`src/design/acp_pkg.sv`:
```
`timescale 1ns / 1ps
`default_nettype none

package acp_pkg;

   localparam int MAX_VALUE_LEN = 7;
   localparam int STORE_DEPTH   = 7;
   localparam int COUNT_W       = 3;

   localparam logic [7:0] CH_HASH  = 8'h23;  // '#'
   localparam logic [7:0] CH_G     = 8'h67;  // 'g'
   localparam logic [7:0] CH_S     = 8'h73;  // 's'
   localparam logic [7:0] CH_T     = 8'h74;  // 't'
   localparam logic [7:0] CH_A     = 8'h61;  // 'a'
   localparam logic [7:0] CH_C     = 8'h63;  // 'c'
   localparam logic [7:0] CH_E     = 8'h65;  // 'e'
   localparam logic [7:0] CH_SEMI  = 8'h3b;  // ';'
   localparam logic [7:0] CH_COMMA = 8'h2c;  // ','
   localparam logic [7:0] CH_ZERO  = 8'h30;  // '0'
   localparam logic [7:0] CH_NINE  = 8'h39;  // '9'

   localparam logic KIND_GET = 1'b0;
   localparam logic KIND_SET = 1'b1;

   localparam logic [1:0] PARAM_TEMP   = 2'd0;
   localparam logic [1:0] PARAM_HEATER = 2'd1;
   localparam logic [1:0] PARAM_COOLER = 2'd2;
   localparam logic [1:0] PARAM_ENABLE = 2'd3;

   typedef enum logic [2:0] {
      PH_IDLE  = 3'd0,
      PH_READY = 3'd1,
      PH_GET   = 3'd2,
      PH_SET   = 3'd3,
      PH_PARAM = 3'd4,
      PH_VALUE = 3'd5
   } phase_type;

   typedef struct packed {
      logic                         kind;
      logic [1:0]                   param;
      logic [COUNT_W-1:0]           len;
      logic [STORE_DEPTH-1:0][7:0]  bytes;
   } result_type;

   function automatic logic is_param_letter(input logic [7:0] b, input logic allow_e);
      logic ok;
      case (b)
         CH_T, CH_A, CH_C: ok = 1'b1;
         CH_E:             ok = allow_e;
         default:          ok = 1'b0;
      endcase
      return ok;
   endfunction

   function automatic logic [1:0] param_of(input logic [7:0] b);
      logic [1:0] code;
      case (b)
         CH_A:    code = PARAM_HEATER;
         CH_C:    code = PARAM_COOLER;
         CH_E:    code = PARAM_ENABLE;
         default: code = PARAM_TEMP;
      endcase
      return code;
   endfunction

   function automatic logic is_value_char(input logic [7:0] b);
      return ((b >= CH_ZERO) && (b <= CH_NINE)) || (b == CH_COMMA);
   endfunction

endpackage

`default_nettype wire

```
`src/design/acp_core.sv`:
```
`timescale 1ns / 1ps
`default_nettype none

module acp_core (
   input  wire logic                clock,
   input  wire logic                reset,
   input  wire logic                step,
   input  wire logic [7:0]          rx_byte,
   output acp_pkg::result_type      result,
   output logic                     emit
);

   acp_pkg::phase_type                 phase_ff, phase_in;
   logic [1:0]                         param_ff, param_in;
   logic [acp_pkg::COUNT_W-1:0]        count_ff, count_in;
   logic [7:0]                         store_ff [acp_pkg::STORE_DEPTH];
   logic                               store_we;
   logic                               kind;
   logic [acp_pkg::COUNT_W-1:0]        len;

   always_ff @(posedge clock) begin
      if (reset) begin
         phase_ff <= acp_pkg::PH_IDLE;
         param_ff <= 2'd0;
         count_ff <= '0;
      end else if (step) begin
         phase_ff <= phase_in;
         param_ff <= param_in;
         count_ff <= count_in;
      end
   end

   // value store has no reset: only entries below the count are read
   always_ff @(posedge clock) begin
      if (step && store_we) begin
         store_ff[count_ff] <= rx_byte;
      end
   end

   always_comb begin
      phase_in = phase_ff;
      param_in = param_ff;
      count_in = count_ff;
      store_we = 1'b0;
      emit     = 1'b0;
      kind     = acp_pkg::KIND_GET;
      len      = '0;
      if (rx_byte == acp_pkg::CH_HASH) begin
         phase_in = acp_pkg::PH_READY;
      end else begin
         unique case (phase_ff)
            acp_pkg::PH_READY: begin
               if (rx_byte == acp_pkg::CH_G)      phase_in = acp_pkg::PH_GET;
               else if (rx_byte == acp_pkg::CH_S) phase_in = acp_pkg::PH_SET;
               else                               phase_in = acp_pkg::PH_IDLE;
            end
            acp_pkg::PH_GET: begin
               if (acp_pkg::is_param_letter(rx_byte, 1'b0)) begin
                  param_in = acp_pkg::param_of(rx_byte);
                  phase_in = acp_pkg::PH_PARAM;
               end else begin
                  phase_in = acp_pkg::PH_IDLE;
               end
            end
            acp_pkg::PH_SET: begin
               if (acp_pkg::is_param_letter(rx_byte, 1'b1)) begin
                  param_in = acp_pkg::param_of(rx_byte);
                  count_in = '0;
                  phase_in = acp_pkg::PH_VALUE;
               end else begin
                  phase_in = acp_pkg::PH_IDLE;
               end
            end
            acp_pkg::PH_PARAM: begin
               emit     = step && (rx_byte == acp_pkg::CH_SEMI);
               phase_in = acp_pkg::PH_IDLE;
            end
            acp_pkg::PH_VALUE: begin
               if (acp_pkg::is_value_char(rx_byte)) begin
                  // bytes past the limit are dropped, frame stays alive
                  if (count_ff < acp_pkg::COUNT_W'(acp_pkg::MAX_VALUE_LEN)) begin
                     store_we = 1'b1;
                     count_in = count_ff + 1'b1;
                  end
               end else begin
                  emit     = step && (rx_byte == acp_pkg::CH_SEMI);
                  kind     = acp_pkg::KIND_SET;
                  len      = count_ff;
                  phase_in = acp_pkg::PH_IDLE;
               end
            end
            default: phase_in = acp_pkg::PH_IDLE;
         endcase
      end
   end

   always_comb begin
      result.kind  = kind;
      result.param = param_ff;
      result.len   = len;
      for (int i = 0; i < acp_pkg::STORE_DEPTH; i++) begin
         result.bytes[i] = (acp_pkg::COUNT_W'(i) < len) ? store_ff[i] : 8'h00;
      end
   end

endmodule

`default_nettype wire

```
`src/design/ascii_get_set_command_parser.sv`:
```
`timescale 1ns / 1ps
`default_nettype none
// A byte that completes a frame is registered in the input stage, then its command in the rsp_ output register.
// Throughput: one byte per cycle while the parse stage is not held; it updates phase, param and count together.
// The parse stage holds only while a finished command waits on rsp_ready.
// Reset (synchronous): clears phase to idle, param and count to zero, and both valid flags;
// the value store is not reset.

module ascii_get_set_command_parser (
   input  wire logic        clock,
   input  wire logic        reset,
   input  wire logic        req_valid,
   output logic             req_ready,
   input  wire logic [7:0]  req_rx_byte,
   output logic             rsp_valid,
   input  wire logic        rsp_ready,
   output logic             rsp_command_kind,
   output logic [1:0]       rsp_param_code,
   output logic [2:0]       rsp_value_length,
   output logic [7:0]       rsp_value_byte0,
   output logic [7:0]       rsp_value_byte1,
   output logic [7:0]       rsp_value_byte2,
   output logic [7:0]       rsp_value_byte3,
   output logic [7:0]       rsp_value_byte4,
   output logic [7:0]       rsp_value_byte5,
   output logic [7:0]       rsp_value_byte6
);

   logic                   in_valid_ff, in_valid_in;
   logic [7:0]             in_byte_ff;
   logic                   advance;
   logic                   core_emit;
   acp_pkg::result_type    core_result;
   logic                   rsp_valid_ff, rsp_valid_in;
   acp_pkg::result_type    rsp_data_ff;

   assign advance   = in_valid_ff && (!rsp_valid_ff || rsp_ready);
   assign req_ready = !in_valid_ff || advance;

   always_comb begin
      in_valid_in = in_valid_ff;
      if (req_ready) in_valid_in = req_valid;
   end

   always_ff @(posedge clock) begin
      if (reset) begin
         in_valid_ff <= 1'b0;
      end else begin
         in_valid_ff <= in_valid_in;
      end
   end

   always_ff @(posedge clock) begin
      if (req_valid && req_ready) in_byte_ff <= req_rx_byte;
   end

   acp_core u_core (
      .clock   (clock),
      .reset   (reset),
      .step    (advance),
      .rx_byte (in_byte_ff),
      .result  (core_result),
      .emit    (core_emit)
   );

   always_comb begin
      rsp_valid_in = rsp_valid_ff;
      if (core_emit)      rsp_valid_in = 1'b1;
      else if (rsp_ready) rsp_valid_in = 1'b0;
   end

   always_ff @(posedge clock) begin
      if (reset) begin
         rsp_valid_ff <= 1'b0;
      end else begin
         rsp_valid_ff <= rsp_valid_in;
      end
   end

   always_ff @(posedge clock) begin
      if (core_emit) rsp_data_ff <= core_result;
   end

   assign rsp_valid        = rsp_valid_ff;
   assign rsp_command_kind = rsp_data_ff.kind;
   assign rsp_param_code   = rsp_data_ff.param;
   assign rsp_value_length = rsp_data_ff.len;
   assign rsp_value_byte0  = rsp_data_ff.bytes[0];
   assign rsp_value_byte1  = rsp_data_ff.bytes[1];
   assign rsp_value_byte2  = rsp_data_ff.bytes[2];
   assign rsp_value_byte3  = rsp_data_ff.bytes[3];
   assign rsp_value_byte4  = rsp_data_ff.bytes[4];
   assign rsp_value_byte5  = rsp_data_ff.bytes[5];
   assign rsp_value_byte6  = rsp_data_ff.bytes[6];

   // a new command never overwrites one that is still waiting
   a_no_overwrite: assert property (@(posedge clock) disable iff (reset)
      core_emit |-> (!rsp_valid_ff || rsp_ready))
      else $error("command emitted while output register full");

   a_get_no_value: assert property (@(posedge clock) disable iff (reset)
      (rsp_valid && rsp_command_kind == acp_pkg::KIND_GET) |-> (rsp_value_length == 3'd0))
      else $error("get command carries value bytes");

   a_tail_zero: assert property (@(posedge clock) disable iff (reset)
      (rsp_valid && rsp_value_length != 3'd7) |-> (rsp_value_byte6 == 8'h00))
      else $error("value byte past length not zero");

   a_empty_ready: assert property (@(posedge clock) disable iff (reset)
      !in_valid_ff |-> req_ready)
      else $error("input stage empty but not ready");

endmodule

`default_nettype wire

```
`config.mk`:
```
export PLATFORM = sky130hd
export DESIGN_NAME = ascii_get_set_command_parser
export DESIGN_NICKNAME = d
export VERILOG_FILES = /design/src/design/acp_pkg.sv /design/src/design/acp_core.sv /design/src/design/ascii_get_set_command_parser.sv
export SDC_FILE = /design/constraint.sdc
export NUM_CORES = 1
export LEC_CHECK = 0
export BUFFER_PORTS_ARGS = -buffer_cell sky130_fd_sc_hd__buf_2
export CORE_MARGIN = 3
export CORE_UTILIZATION = 60
export DETAILED_ROUTE_END_ITERATION = 12
export MAX_ROUTING_LAYER = met4
export PLACE_DENSITY = 0.86
export SYNTH_ARGS = -nofsm -noshare
export SYNTH_HDL_FRONTEND = slang
export SYNTH_SLANG_ARGS = --single-unit
```
`constraint.sdc`:
```
create_clock -name clock -period 21.2 [get_ports clock]
set_input_delay 1.06 -clock clock [delete_from_list [all_inputs] [get_ports clock]]
set_output_delay 1.06 -clock clock [all_outputs]
set_load 0.1 [all_outputs]
```
**Word-level counts from Yosys, hierarchy flattened**

Memories as Yosys holds them, arrays and structs flattened. A register that Yosys moved wholly into a read port is not among the register bits.
Cells that the tools add are included.

- Bits in read-only memories: 0
- Bits in latches: 0
- Bits in writable memories: 56
- Register bits after elaboration: 24
- Memories: 1
- Logic and storage cells: 104
- Output and inout bits: 64

Memories:

| name | depth | bits a word | read ports | clocked after memory_dff | write ports | RTL line | text |
|---|---|---|---|---|---|---|---|
| u_core.store_ff | 7 | 8 | 7 | 7 | 1 | acp_core.sv:16 | `logic [7:0] store_ff [acp_pkg::STORE_DEPTH];` |

- $lt $le $gt $ge: 10
- Multiplexer cells: 36
- $mul: 0
- Bitwise logic cells: 2
- $add $sub $neg: 1
- Shift-type cells: 0
- Divide/modulo/power cells: 0
- Reduce and logical (&&, ||, !) cells: 26
- Eq/ne operators: 19

Operators with widths:

| cell | count |
|---|---|
| $eq A8 B7 Y1 const B | 6 |
| $mux W3 | 11 |
| $eq A8 B6 Y1 const B | 3 |
| $mux W1 | 17 |
| $pmux W3 S4 | 1 |
| $logic_not A1 Y1 | 9 |
| $lt A3 B3 Y1 const A | 3 |
| $ge A8 B6 Y1 const B | 1 |
| $le A8 B6 Y1 const B | 1 |
| $ne A2 B1 Y1 const B | 4 |
| $eq A3 B2 Y1 const B | 2 |
| $eq A3 B3 Y1 const B | 2 |
| $lt A1 B3 Y1 const A | 2 |
| $lt A2 B3 Y1 const A | 2 |
| $mux W2 | 3 |
| $pmux W2 S3 | 1 |
| $pmux W3 S2 | 1 |
| $reduce_and A6 Y1 | 1 |
| $reduce_bool A2 Y1 | 3 |
| $logic_and A1 B1 Y1 | 5 |
| $reduce_and A5 Y1 | 1 |
| $pmux W2 S2 | 1 |
| $reduce_or A4 Y1 | 1 |
| $add A3 B1 Y3 const B | 1 |
| 9 further kinds | 12 |

**Depth between registers and ports, before layout**

Gate-level depths: netlist of run 1.

- Depth after elaboration: 9
- Gate-level depth with buffers: 7

**Cells and area by module**

Synthesis of run 1 repeated with hierarchy kept, for this count alone.

- Cells, all modules: 307
- Area, all modules: 5062.4 µm²

Modules (own cells, without submodules):

| module | sequential area each (µm²) | area each (µm²) | instances | cells an instance |
|---|---|---|---|---|
| acp_core | 1841.8 | 2857.7 | 1 | 227 |
| ascii_get_set_command_parser | 2142.1 | 2204.6 | 1 | 80 |

**Worst setup path before layout of run 1**

Ideal clock, no wire load.

- Path kind: input-to-reg
- Start point: in rsp_ready
- End point: reg rsp_data_ff (netlist bit rsp_command_kind) (enable)
- Setup time: 0.639 ns
- Arrival: 7.712 ns
- Cell stages on the path: 4
- Setup slack: 12.849 ns
- Buffers on the path: 0
- Cell sequence: nand2b_1 -> nand2_1 -> or2_2 -> nor4_1

- Cells in the longest elaborated chain, start to end: 6

RTL lines:

| what | RTL line | text |
|---|---|---|
| start, declared | ascii_get_set_command_parser.sv:16 | `input wire logic rsp_ready,` |
| $logic_or A1 B1 Y1 (*) | ascii_get_set_command_parser.sv:37 | `assign advance = in_valid_ff && (!rsp_valid_ff \|\| rsp_ready);` |
| $logic_and A1 B1 Y1 (*) | ascii_get_set_command_parser.sv:37 |  |
| $logic_and A1 B1 Y1 (*) | acp_core.sv:75, acp_core.sv:86 |  |
| $mux W1 | acp_core.sv:79 | `if (acp_pkg::is_value_char(rx_byte)) begin` |
| $pmux W1 S2 (*) | acp_core.sv:51 | `unique case (phase_ff)` |
| $mux W1 (*) | acp_core.sv:48 | `if (rx_byte == acp_pkg::CH_HASH) begin` |
| via core_emit | ascii_get_set_command_parser.sv:32 | `logic core_emit;` |
| end signal, assigned | ascii_get_set_command_parser.sv:81 | `if (core_emit) rsp_data_ff <= core_result;` |
| end, declared | ascii_get_set_command_parser.sv:35 | `acp_pkg::result_type rsp_data_ff;` |

Mark *: on every way through the listed nets, which the timed path passes. The rest lies on a longest branch.
A chain may end at the register's enable or synchronous reset.

**Worst setup path in the final report of run 1**

- Start point: reg in_byte_ff[6]
- End point: mem u_core.store_ff[0][6] (enable)

- Cells in the longest elaborated chain, start to end: 9

RTL lines:

| what | RTL line | text |
|---|---|---|
| start, declared | ascii_get_set_command_parser.sv:30 | `logic [7:0] in_byte_ff;` |
| start signal, assigned | ascii_get_set_command_parser.sv:54 | `if (req_valid && req_ready) in_byte_ff <= req_rx_byte;` |
| $ge A8 B6 Y1 or $le A8 B6 Y1 (tied branches) | acp_pkg.sv:68 | `return ((b >= CH_ZERO) && (b <= CH_NINE)) \|\| (b == CH_COMMA);` |
| $logic_and A1 B1 Y1 | acp_pkg.sv:68 |  |
| $logic_or A1 B1 Y1 | acp_pkg.sv:68 |  |
| $mux W1 | acp_core.sv:79 |  |
| $mux W1 | acp_core.sv:51 |  |
| $mux W1 (*) | acp_core.sv:48 |  |
| $logic_and A1 B1 Y1 (*) | acp_core.sv:35 | `if (step && store_we) begin` |
| $mux W1 (*) | acp_core.sv:35 |  |
| $mux W1 (implied by the code) (*) | acp_core.sv:36 | `store_ff[count_ff] <= rx_byte;` |
| end, declared | acp_core.sv:16 |  |

Every way passes the cells marked *; elsewhere a longest branch is shown, timed or not.

==> impl_summary.log, run 1 <==
[metrics] R2R depth: 5
[metrics] Hold Vio Cnt, Final: 0
[metrics] number of max-cap violations: 0
[metrics] number of DRC violations after detailed-routing iteration 0: 201
[metrics] area share of xor/xnor cells in the synthesized design: 0.003462
[metrics] power density cells: 94.86 nW/um^2
[metrics] predominant post-synthesis flop cell: sky130_fd_sc_hd__edfxtp_1
[metrics] root buffer cell: sky130_fd_sc_hd__clkbuf_8
[metrics] final critical-path share of the clock period: 0.1389
[metrics] type of element capturing the critical path: register
[metrics] RSZ-0062 raised after global routing: no
[metrics] total via count in the routed design: 2884
[metrics] crit path max-delay cell type: sky130_fd_sc_hd__nor3_1
[metrics] total of warnings raised by yosys: 0
[metrics] number of top-level design ports: 76
[metrics] count of mapped cells out of synthesis: 308
[metrics] Hold Path Depth: 0
[metrics] remaining max-slew budget at the tightest pin: 0.1835
[metrics] leftover overflow at the end of global routing: 0
[metrics] delay of the slowest cell on the worst path: 770 ps
[metrics] final cell count without fillers: 508
[metrics] commonest non-fill, non-tap cell in the layout: sky130_fd_sc_hd__edfxtp_1
[metrics] number of slew-limit violations in the final report: 0
[metrics] Synth Area in Adders: 0.002473
[metrics] HPWL Detailed: 5420 um
[metrics] Crit path arrival time: 3080 ps
[metrics] Fmax achieved: 339.6 MHz
[metrics] TritonCTS clock tree: yes
[metrics] DRT Pass-1 Iters: 4
[metrics] wire length of the first global-routing pass: 14380 um
[metrics] Setup crit start kind: register
[metrics] Global Route Usage Sum: 0.2047
[metrics] CP cell instances: or3b_1 -> a221o_1 -> nor3_1 -> nand2b_1 -> nor3_1
[metrics] initial core utilization: 0.6351
[metrics] most used cell, CP: sky130_fd_sc_hd__nor3_1
[metrics] netlist area before placement: 5060 sq um
[metrics] class of the most critical setup path: reg -> reg
[metrics] count of hold-fix buffers inserted at cts: 0
[metrics] horizontal die dimension: 97.83 um
[metrics] wirelength, routed: 8916 um
[metrics] multiplexer fraction of the synthesized cell area: 0.006182
[metrics] detail-routed net length per standard cell: 17.55 um
[metrics] Peak VDD IR: 0.07094 mV
[metrics] detail-routed via count per cell: 5.677
[metrics] clk_skew: 6.951 ps
[metrics] die outline height: 97.83 um
[metrics] number of gates given a new drive strength after cts: 0
[metrics] post-detailed-route DRC marker count: 0
[metrics] Clock Latency Late Sink: 520 ps
[metrics] count of flip-flops with a built-in enable after synthesis: 126
[metrics] fraction of layout cells with a size suffix above 1: 0.2931
[metrics] status: finished, final reports clean
[metrics] total number of H-tree levels: 4
[metrics] min setup slack post-route: 18260 ps
[metrics] Die Footprint: 9571 sq um
[metrics] worst min path class: reg -> reg
[metrics] Synth Area in Simple Gates: 0.1503
[metrics] Antenna Nets Post-Route: 0
[metrics] Post-synth ARST share: 0
[metrics] post-synthesis register bit count: 136
[metrics] leakage power: 2.422 nW
[metrics] clock sinks: 136
[metrics] largest family of logic cells by synthesized area: simple AND/OR/NAND/NOR gates
[metrics] Inst Count DP: 476
[metrics] setup TNS: 0 ps
[metrics] final net count: 406
[metrics] portion of the post-synthesis area used by sequential elements: 0.7873
[metrics] std cell rows: 32
[metrics] maximum fanout along the worst path: 11
[metrics] number of buffers added by the clock tree synthesis step: 17
[metrics] number of antenna diodes: 0
[metrics] final setup violation count: 0
[metrics] time the final worst path needs with I/O delays and setup: 2945 ps
[metrics] count of different cell masters after synthesis: 45
[metrics] largest buffer count on any clock path: 2
[metrics] vias in the first global route: 2841
[metrics] net count of the mapped netlist: 321
[metrics] top library cells by usage in the layout, fill and taps aside: sky130_fd_sc_hd__edfxtp_1, sky130_fd_sc_hd__buf_2, sky130_fd_sc_hd__and2_1, sky130_fd_sc_hd__and3_1, sky130_fd_sc_hd__clkbuf_16
[metrics] Compound-Gate Fraction of Synth Area: 0.03734
[metrics] setup slack after placement: 18130 ps
[metrics] Worst Tran Pin Value: 1215 ps
[metrics] area post-placement: 5523 sq um
[metrics] area of the placeable core: 7968 sq um
[metrics] maximum number of pins on one net before global-route repair: 64
[metrics] initial antenna violation count: 0
[metrics] area grow syn2layout: 20.18%
[metrics] Routability Congestion: 0.8535
[metrics] WP data required: 21340 ps
[metrics] Power Total: 576.8 uW
[metrics] post-synthesis average cell area: 16.43 sq um
[metrics] buffer count from post-CTS setup fixing: 0
[metrics] Reg clk slew, reported paths: 60 ps
[metrics] Buffers on Ports: 75
[metrics] Final Instance Area: 6081 sq um
==> sequential cells by signal, indices dropped and copies added (netlist names), 2 cells and up <==
signal,flops
in_byte_ff,8
rsp_param_code,2
rsp_value_byte0,8
rsp_value_byte1,8
rsp_value_byte2,8
rsp_value_byte3,8
rsp_value_byte4,8
rsp_value_byte5,8
rsp_value_byte6,8
rsp_value_length,3
u_core.count_ff,3
u_core.param_ff,2
u_core.phase_ff,3
u_core.store_ff,56
==> cell type report <==
| type | count | area [sq um] |
|---|---|---|
| repair buffers | 76 | 382.9 |
| fillers | 448 | 1887 |
| flip-flops and latches | 136 | 3984 |
| clock inverters | 15 | 143.9 |
| multi-input cells | 159 | 1017 |
| clock buffers | 17 | 414.1 |
| inverters | 3 | 11.26 |
| well taps | 102 | 127.6 |
==> path summary, 6_finish.rpt <==
| kind | from | slack, ps | to |
|---|---|---|---|
| max | in_byte_ff[6] | 18260 | u_core.store_ff[0][6] |
| min | u_core.param_ff[1] | 440 | rsp_param_code[1] |
| max reg2reg | in_byte_ff[6] | 18260 | u_core.store_ff[0][6] |
| min reg2reg | u_core.param_ff[1] | 440 | rsp_param_code[1] |
==> Yosys cell counts, types with 4 or more instances <==
cell type | n | area share
sky130_fd_sc_hd__edfxtp_1 | 126 | 0.75
sky130_fd_sc_hd__and2_1 | 44 | 0.054
sky130_fd_sc_hd__and3_1 | 16 | 0.020
sky130_fd_sc_hd__a21oi_1 | 11 | 0.011
sky130_fd_sc_hd__nor2_1 | 11 | 0.0082
sky130_fd_sc_hd__dfxtp_1 | 10 | 0.040
sky130_fd_sc_hd__nand2_1 | 8 | 0.0059
sky130_fd_sc_hd__nor3_1 | 8 | 0.0079
sky130_fd_sc_hd__nand2b_1 | 7 | 0.0087
sky130_fd_sc_hd__clkbuf_1 | 5 | 0.0037
sky130_fd_sc_hd__or3_1 | 5 | 0.0062
sky130_fd_sc_hd__o21ai_0 | 4 | 0.0040
sky130_fd_sc_hd__or4_1 | 4 | 0.0059
==> cell families (layout without fill, tap and decap cells) <==
logic type / Yosys count / count (layout)
AOI/OAI and AO/OA: 29 / 29
xor gates and xnor gates: 2 / 2
buffers and inverters: 13 / 111
adders and majority gates: 1 / 1
muxes: 3 / 3
and+or+nand+nor: 124 / 124
DFF: 136 / 136
==> stage by stage <==
step | hold slack [ps] | util
5_1_grt | 446.8 | 0.7632
6_report | 435.9 | 0.7632
3_5_place_dp | 428.5 | 0.6932
2_1_floorplan | 409.3 | -
3_3_place_gp | 418.9 | 0.6932
4_1_cts | 442.8 | 0.7632
==> layer usage <==
metal	global-route usage	wire length (um)
met1	0.2456	3517
met2	0.3147	4460
met3	0.05857	674
met4	0.1118	264
met5	-	0
==> critical path, delay by kind of cell, from the launching register on <==
family	cells	cell delay, ps
simple gates	4	1650
flops	1	590
compound gates	1	320
==> power breakdown <==
part / switching, mW / internal, mW
clock network: 0.114 / 0.157
registers: 0.00563 / 0.293
logic: 0.00302 / 0.00339
total: 0.123 / 0.454
Note: power is estimated with default switching activity, not from simulation.
==> run 2: changes to the inputs <==
Settings changed: CORE_UTILIZATION 60 to 56, PLACE_DENSITY 0.86 to 0.82.
Clock period 21.2 ns to 2.9 ns, I/O delays scaled along.
==> run 2 against run 1 <==
Non-clock buffer count is 25 higher; sequential cell count stayed put; via count is 3.4% higher; worst hold slack worse by 97 ps; core utilization is 3.5 points lower; critical path type unchanged; highest routed layer unchanged.
==> impl_summary.log, run 2 (synthesis gave the netlist of run 1 again) <==
[metrics] Clock Latency Late Sink: 510 ps
[metrics] DRT Pass-1 Iters: 4
[metrics] initial antenna violation count: 0
[metrics] Sw Ratio: 0.1972
[metrics] remaining max-slew budget at the tightest pin: 0.3190
[metrics] clock sinks: 136
[metrics] Power Total: 4.476 mW
[metrics] root buffer cell: sky130_fd_sc_hd__clkbuf_8
[metrics] final-layout worst hold slack: 339.3 ps
[metrics] type of element capturing the critical path: register
[metrics] sequential standard cell area: 3985 sq um
[metrics] wire length of the first global-routing pass: 15570 um
[metrics] Largest register FFs: 56
[metrics] Reg clk slew, reported paths: 60 ps
[metrics] Crit path arrival time: 2820 ps
[metrics] Peak VDD IR: 0.5245 mV
[metrics] leakage power: 2.590 nW
[metrics] detail-routed via count per cell: 5.532
[metrics] layer carrying the most global-route usage: met2
[metrics] number of slew-limit violations in the final report: 0
[metrics] die outline height: 101.1 um
[metrics] worst min path class: in -> reg
[metrics] number of max-cap violations: 0
[metrics] delay of the slowest cell on the worst path: 790 ps
[metrics] net switching power: 882.5 uW
[metrics] final critical-path share of the clock period: 0.9281
[metrics] area of the placeable core: 8763 sq um
[metrics] register share of total power: 0.482
[metrics] most used cell, CP: sky130_fd_sc_hd__nor3_1
[metrics] setup TNS: 0 ps
[metrics] post-detailed-route DRC marker count: 0
[metrics] GR Layer Usage met3: 0.05675
[metrics] largest buffer count on any clock path: 2
[metrics] Fmax achieved: 371.5 MHz
[metrics] register with the highest flop count: u_core.store_ff
[metrics] Setup crit start kind: register
[metrics] Antenna Nets Post-Route: 0
[metrics] Routability Congestion: 0.8995
[metrics] horizontal die dimension: 101.1 um
[metrics] number of gates given a new drive strength after cts: 0
[metrics] WP data required: 3030 ps
[metrics] maximum number of pins on one net before global-route repair: 39
[metrics] global-route met2 utilization: 0.3244
[metrics] final setup violation count: 0
[metrics] time the final worst path needs with I/O delays and setup: 2692 ps
[metrics] commonest non-fill, non-tap cell in the layout: sky130_fd_sc_hd__edfxtp_1
[metrics] final net count: 431
[metrics] number of buffers added by the clock tree synthesis step: 17
[metrics] initial core utilization: 0.5774
[metrics] Buffers on Ports: 75
[metrics] Worst Tran Pin Value: 1014 ps
[metrics] Worst Path Buf+Inv: 0
[metrics] TritonCTS clock tree: yes
[metrics] crit path max-delay cell type: sky130_fd_sc_hd__nor3_1
[metrics] fraction of power consumed by the clock network: 0.494
[metrics] clk_skew: 9.020 ps
[metrics] RSZ-0062 raised after global routing: no
[metrics] total via count in the routed design: 2982
[metrics] power density cells: 701.4 nW/um^2
[metrics] area grow syn2layout: 26.14%
[metrics] maximum fanout along the worst path: 10
[metrics] class of the most critical setup path: reg -> reg
[metrics] fill cell instance count of the final layout: 508
[metrics] cell class contributing the biggest share of worst-path delay: simple AND/OR/NAND/NOR gates
[metrics] number of DRC violations after detailed-routing iteration 0: 318
[metrics] wirelength, routed: 10000 um
[metrics] min setup slack post-route: 208.4 ps
[metrics] number of top-level design ports: 76
[metrics] Gate power share: 0.024
[metrics] Die Footprint: 10210 sq um
[metrics] status: finished, final reports clean
[metrics] detail-routed net length per standard cell: 18.55 um
[metrics] Global Route Usage Sum: 0.2088
[metrics] vias in the first global route: 2947
[metrics] total number of H-tree levels: 4
[metrics] area of combinational cells with multiple inputs: 1036 sq um
[metrics] std cell rows: 34
[metrics] setup slack after placement: 290.3 ps
[metrics] number of antenna diodes: 0
[metrics] met1 global-route usage: 0.2766
[metrics] HPWL Detailed: 6051 um
[metrics] Hold Vio Cnt, Final: 0
[metrics] leftover overflow at the end of global routing: 0
[metrics] CP cell instances: nand4bb_1 -> a221o_1 -> nor3_1 -> nand2b_1 -> nor3_1
[metrics] fraction of layout cells with a size suffix above 1: 0.3063
[metrics] Internal Pwr Total: 3.594 mW
[metrics] top library cells by usage in the layout, fill and taps aside: sky130_fd_sc_hd__edfxtp_1, sky130_fd_sc_hd__buf_2, sky130_fd_sc_hd__and2_1, sky130_fd_sc_hd__and3_1, sky130_fd_sc_hd__clkbuf_16
[metrics] post-layout util: 0.7283
## run 2: path summary, 6_finish.rpt
path	cells past startpoint	end	startpoint	slack, ps
hold reg to reg	0	rsp_param_code[1]	u_core.param_ff[1]	440
setup reg to reg	5	u_core.store_ff[0][0]	in_byte_ff[4]	210
setup / recovery	5	u_core.store_ff[0][0]	in_byte_ff[4]	210
hold / removal	2	in_byte_ff[7]	req_rx_byte[7]	340
## run 2: layout make-up
cell class | instances | area share
repair buffers | 101 | 0.09410
inverters | 3 | 0.001764
clock inverters | 14 | 0.03078
well taps | 108 | 0.02117
clock buffers | 18 | 0.06548
flip-flops and latches | 136 | 0.6244
multi-input cells | 159 | 0.1623
## run 2: power by group through the flow
| stage | sequential (mW) | clock [mW] | combinational [mW] |
|---|---|---|---|
| finish | 2.16 | 2.21 | 0.107 |
| global route | 2.16 | 2.33 | 0.114 |
| CTS | 2.16 | 2.23 | 0.106 |
| detailed placement | 2.20 | 0 | 0.0926 |
| global placement | 2.20 | 0 | 0.0902 |
| floorplan | 2.20 | 0 | 0.0455 |
## run 2: per-stage QoR
step                      instance area (sq um)  cells
after floorplan                            5081    308
after global placement                     5643    495
after detailed placement                   5643    495
after CTS                                  6377    539
after global routing                       6382    539
final                                      6382    539
## run 2: repair_timing
action                    4_1_cts  5_1_grt
hold buffers                   12        0
hold endpoints to repair       13        0
buffers inserted                0        0
## run 2: per-layer routing
layer	part of all wire	vias to the layer above
met5	0	-
met3	0.065	11
met2	0.49	121
li1	-	1386
met1	0.43	1464
met4	0.0090	0
## run 2: worst reg2reg max path, delay by kind of cell (launching register included)
family	cells	cell delay (ps)
compound gates	1	370
flops	1	520
simple gates	4	1430
